==> config.mk <==
export PLATFORM = sky130hd
export DESIGN_NAME = icv_mac
export DESIGN_NICKNAME = d
export VERILOG_FILES = /design/src/rtl/core/icv_pkg.sv /design/src/rtl/core/icv_mac.sv
export SDC_FILE = /design/constraint.sdc
export NUM_CORES = 2
export LEC_CHECK = 0
export BUFFER_PORTS_ARGS = -buffer_cell sky130_fd_sc_hd__buf_2
export CORE_UTILIZATION = 55
export DETAILED_ROUTE_END_ITERATION = 10
export PLACE_DENSITY = 0.77
export SYNTH_ARGS = -nofsm -noshare
export SYNTH_HDL_FRONTEND = slang
export SYNTH_SLANG_ARGS = --single-unit
==> constraint.sdc <==
create_clock -name aclk -period 18.8 [get_ports aclk]
set_input_delay 3.76 -clock aclk [delete_from_list [all_inputs] [get_ports aclk]]
set_output_delay 3.76 -clock aclk [all_outputs]
set_load 0.05 [all_outputs]
==> src/rtl/core/icv_pkg.sv <==
// shared types and constants for the integer 2-d valid convolution
`timescale 1ns / 1ps

package icv_pkg;

    localparam int KERNEL_MAX = 3;
    localparam int PIX_W      = 16;
    localparam int CFG_DATA_W = 48;
    localparam int CFG_IDX_W  = 3;
    localparam int DIM_CFG_W  = 11;
    localparam int KER_CFG_W  = 2;

    localparam logic [CFG_IDX_W-1:0] REG_IMAGE_WIDTH   = 3'd0;
    localparam logic [CFG_IDX_W-1:0] REG_IMAGE_HEIGHT  = 3'd1;
    localparam logic [CFG_IDX_W-1:0] REG_KERNEL_WIDTH  = 3'd2;
    localparam logic [CFG_IDX_W-1:0] REG_KERNEL_HEIGHT = 3'd3;
    localparam logic [CFG_IDX_W-1:0] REG_COEF_ROW0     = 3'd4;
    localparam logic [CFG_IDX_W-1:0] REG_COEF_ROW1     = 3'd5;
    localparam logic [CFG_IDX_W-1:0] REG_COEF_ROW2     = 3'd6;

    typedef logic [PIX_W-1:0] pix_t;

    // [row][col], row 0 is the oldest line, col KERNEL_MAX-1 the newest pixel
    typedef pix_t [KERNEL_MAX-1:0][KERNEL_MAX-1:0] win_t;

    typedef struct packed {
        logic last;
    } tag_t;

endpackage

==> src/rtl/core/icv_mac.sv <==
// multiply stage and sum stage with the result output register
`timescale 1ns / 1ps

module icv_mac (
    input  logic                     aclk,
    input  logic                     aresetn,
    input  logic                     in_valid,
    output logic                     in_ready,
    input  icv_pkg::tag_t            in_tag,
    input  icv_pkg::win_t            in_win,
    input  icv_pkg::win_t            in_coef,
    output logic                     m_tvalid,
    input  logic                     m_tready,
    output logic [icv_pkg::PIX_W-1:0] m_tdata,   // [15:0] result_value
    output logic                     m_tlast     // frame_last
);

    logic           prod_valid_reg;
    icv_pkg::tag_t  prod_tag_reg;
    icv_pkg::win_t  prod_reg;
    icv_pkg::win_t  prod_next;
    icv_pkg::pix_t  sum_next;
    logic           out_ready;
    logic           prod_fire;

    assign out_ready = !m_tvalid || m_tready;
    assign prod_fire = prod_valid_reg && out_ready;
    assign in_ready  = !prod_valid_reg || prod_fire;

    always_comb begin
        for (int i = 0; i < icv_pkg::KERNEL_MAX; i++) begin
            for (int j = 0; j < icv_pkg::KERNEL_MAX; j++) begin
                prod_next[i][j] = icv_pkg::PIX_W'($signed(in_coef[i][j]) *
                                                  $signed(in_win[i][j]));
            end
        end
    end

    // sum kept modulo 2^16
    always_comb begin
        sum_next = '0;
        for (int i = 0; i < icv_pkg::KERNEL_MAX; i++) begin
            for (int j = 0; j < icv_pkg::KERNEL_MAX; j++) begin
                sum_next = sum_next + prod_reg[i][j];
            end
        end
    end

    always_ff @(posedge aclk) begin
        if (!aresetn) begin
            prod_valid_reg <= 1'b0;
            m_tvalid       <= 1'b0;
        end else begin
            if (in_ready) begin
                prod_valid_reg <= in_valid;
            end
            if (out_ready) begin
                m_tvalid <= prod_valid_reg;
            end
        end
        if (in_ready && in_valid) begin
            prod_reg     <= prod_next;
            prod_tag_reg <= in_tag;
        end
        if (prod_fire) begin
            m_tdata <= sum_next;
            m_tlast <= prod_tag_reg.last;
        end
    end

endmodule

==> metrics.md <==
| Metric | Value |
|---|---|
| FMAX | 119 MHz |
| Final Max Tran Viols | 0 |
| Clk buf depth | 2 |
| Type of the worst min-delay path | reg2reg |
| Critical path launch point type | input pin |
| Reg2reg setup slack | 13780 ps |
| Reg-to-reg endpoint | m_tdata[14] |
| Final nets | roughly 7000 |
| Post-synth top cells | inv_1 (1283), fa_1 (812), nand2_1 (663), and2_1 (580), ha_1 (565) |
| Sequential cell area | 0.00490 mm^2 |
| Routed length per instance | 16.6 um |
| Highest net fanout along the worst path | 15 |
| Largest net degree at the start of global routing | 78 |
| Setup crit end | prod_reg[142] |
| Cell area after layout | 0.0485 mm^2 |
| RSZ-0062 raised after global routing | no |
| Crit path arrival time | 8560 ps |
| Number of setup buffers added after CTS | 0 |
| Die area | 0.0839 mm^2 |
| Worst reg2reg path depth | 14 |
| Worst skew pair latency | 460 ps |
| Synth top area cells | fa_1 (36%), ha_1 (16%), edfxtp_1 (11%) |
| Final Hold Vio Count | 0 |
| CP Data Required Time | 18980 ps |
| H-tree depth | 4 |
| Max-cap violations | 0 |
| Worst setup startpoint | in_win[129] |
| Post-CTS Hold Buffers | 0 |
| DR iter-0 viols | 1668 |
| Worst Tran Pin Value | 1020 ps |
| Final clock skew | 21.6 ps |
| Worst-path clk slew | 70 ps |
| FP Rows | around 110 |
| Yosys Warn Count | 0 |
| Num ports | roughly 310 |
| Setup CP Type | in2reg |
| Worst slew margin | 32.3% |
| Synthesized instance count | between 4000 and 5000 |
| Post-synth ARST share | 0% |
| Initial antenna violation count | 1 |
| DRT antenna net count | 0 |
| Die height | ~290 um |
| First-pass GRT wire length | 173 mm |
| Synth Cell Area | 0.0455 mm^2 |
| Most common cell in the synthesized netlist | inv_1 |
| CP peak stage delay | 570 ps |
| Syn nets | roughly 6600 |
| R2R Path Start | prod_reg[113] |
| Number of enable flip-flop cells after synthesis | roughly 160 |
| Tot GR Track Use | a little over a quarter |
| Synth cell types | 61 |
| Final Wtd Congestion | 0.912 |
| Clock sink total | 164 |
| Resized cells post-CTS | 0 |
| Synth top area share | 35.7% |
| Hpwl dp | between 80 and 90 mm |
| Clock Tree Root | clkbuf_16 |
| DRC viols | 0 |
| Share of cells above drive strength 1 | between 7 and 8% |
| Footprint of the multi-input gates | 0.0353 mm^2 |
| Seq/Total Area, Yosys | between 10% and 20% |
| Fill cells | 7056 |
| Crit path cell chain | buf_2 -> nand2_1 -> fa_1 -> fa_1 -> fa_1 -> inv_1 -> fa_1 -> fa_1 -> inv_1 -> fa_1 -> inv_1 -> ha_1 -> nor2_1 -> mux2_2 -> a311oi_1 -> o211ai_1 |
| Final min period | 8380 ps |
| Core area | 0.0820 mm^2 |
| Chip width | 290 um |
| Max reg flops | 144 |
| Synth Register Bits | 164 |
| Avg Inst Size Synth | 9.19 um^2 |
| Initial core utilization | 55.5% |
| Port bufs | 311 |
| Tcrit/Tclk final | ~45% |
| Dpl cell area | 0.0479 mm^2 |
| Slowest CP cell | fa_1 |
| Post-synth top area cell | fa_1 |
| Global route overflow | 0 |
| Synth Flop Type | edfxtp_1 |
| Vias in the first global route | about 35000 |
| Status | finished clean |
| Vias per cell | 5.14 |
| Area Overhead vs Synth | 6.55% |
| TritonRoute pass-1 iters | 7 |
| Worst setup EP type | flip-flop |
| TritonCTS clock tree | done |
| Final WL | ~100 mm |
| Most frequent CP cell | fa_1 |
| DR vias | about 32000 |
| Cts bufs inserted | 17 |
| Setup_tns | 0 ps |
| Finish-stage setup viols | 0 |
-- cells by family after synthesis --
| kind of cell | Yosys count | synth area share [%] |
|---|---|---|
| buf+inv | 1414 | 11.7 |
| mux | 1 | 0.0248 |
| xor+xnor | 385 | 7.68 |
| compound gates | 246 | 3.68 |
| simple gates | 1361 | 14.8 |
| flops | 164 | 10.8 |
| fa+ha+maj | 1377 | 51.3 |
-- worst min-delay path by stage --
| stage | start | endpoint | slack (ps) | cells past startpoint |
|---|---|---|---|---|
| 2_1_floorplan | prod_tag_reg | m_tlast | 400 | 0 |
| 3_3_place_gp | prod_tag_reg | m_tlast | 400 | 0 |
| 3_5_place_dp | prod_tag_reg | m_tlast | 410 | 0 |
| 4_1_cts | prod_tag_reg | m_tlast | 420 | 0 |
| 5_1_grt | prod_tag_reg | m_tlast | 450 | 0 |
| 6_report | prod_tag_reg | m_tlast | 420 | 0 |
-- critical path: cells and delay by family --
kind,cells,cell delay (ps)
adder cells (fa/ha/maj),7,3480
AO/OA/AOI/OAI,2,390
multiplexers,1,270
AND/OR/NAND/NOR,2,190
buffers and inverters,4,460
-- layout make-up --
class | count | share of cell area (%)
clock buffers | 17 | 0.878
diodes | 1 | 0.00516
repair buffers | 313 | 3.24
well taps | 1070 | 2.76
clock inverters | 15 | 0.317
multi-input cells | 3370 | 72.7
flip-flops and latches | 164 | 10.1
inverters | 1283 | 9.93
-- placed cells by master, fill, tap and decap left out, types with 9 or more instances in the layout --
cell       count
or3_1          9
o21a_1        24
buf_2        311
xnor2_1      293
o21ai_0       43
inv_1       1283
fa_1         812
nand2b_1      20
ha_1         565
nand2_1      663
a21o_1        33
clkbuf_16     17
xnor3_1        9
nor2b_1       13
a21oi_1       65
nor3_1        10
xor2_1        83
nand3_1       11
edfxtp_1     162
and2_1       579
nor2_1        37
-- through the flow --
step	hold WS [ps]	util [%]	setup WS (ps)	instances
5_1_grt	447	59.1	10110	6233
3_3_place_gp	401	58.4	10000	6200
2_1_floorplan	400	-	10200	4948
4_1_cts	423	59.1	10420	6232
6_report	421	59.1	10420	6233
3_5_place_dp	407	58.4	9950	6200
-- metal layers --
| layer | GRT usage (%) | vias up | share of wire [%] |
|---|---|---|---|
| met3 | 2.60 | 126 | 4.9 |
| met4 | 5.25 | 0 | 1.6 |
| met1 | 34.5 | 16000 | 42 |
| li1 | - | 15000 | - |
| met2 | 46.3 | 874 | 51 |
| met5 | 0 | - | 0 |
Power is not shown: default switching activity piles up to over one toggle a cycle in this logic, so the estimate is an artifact.
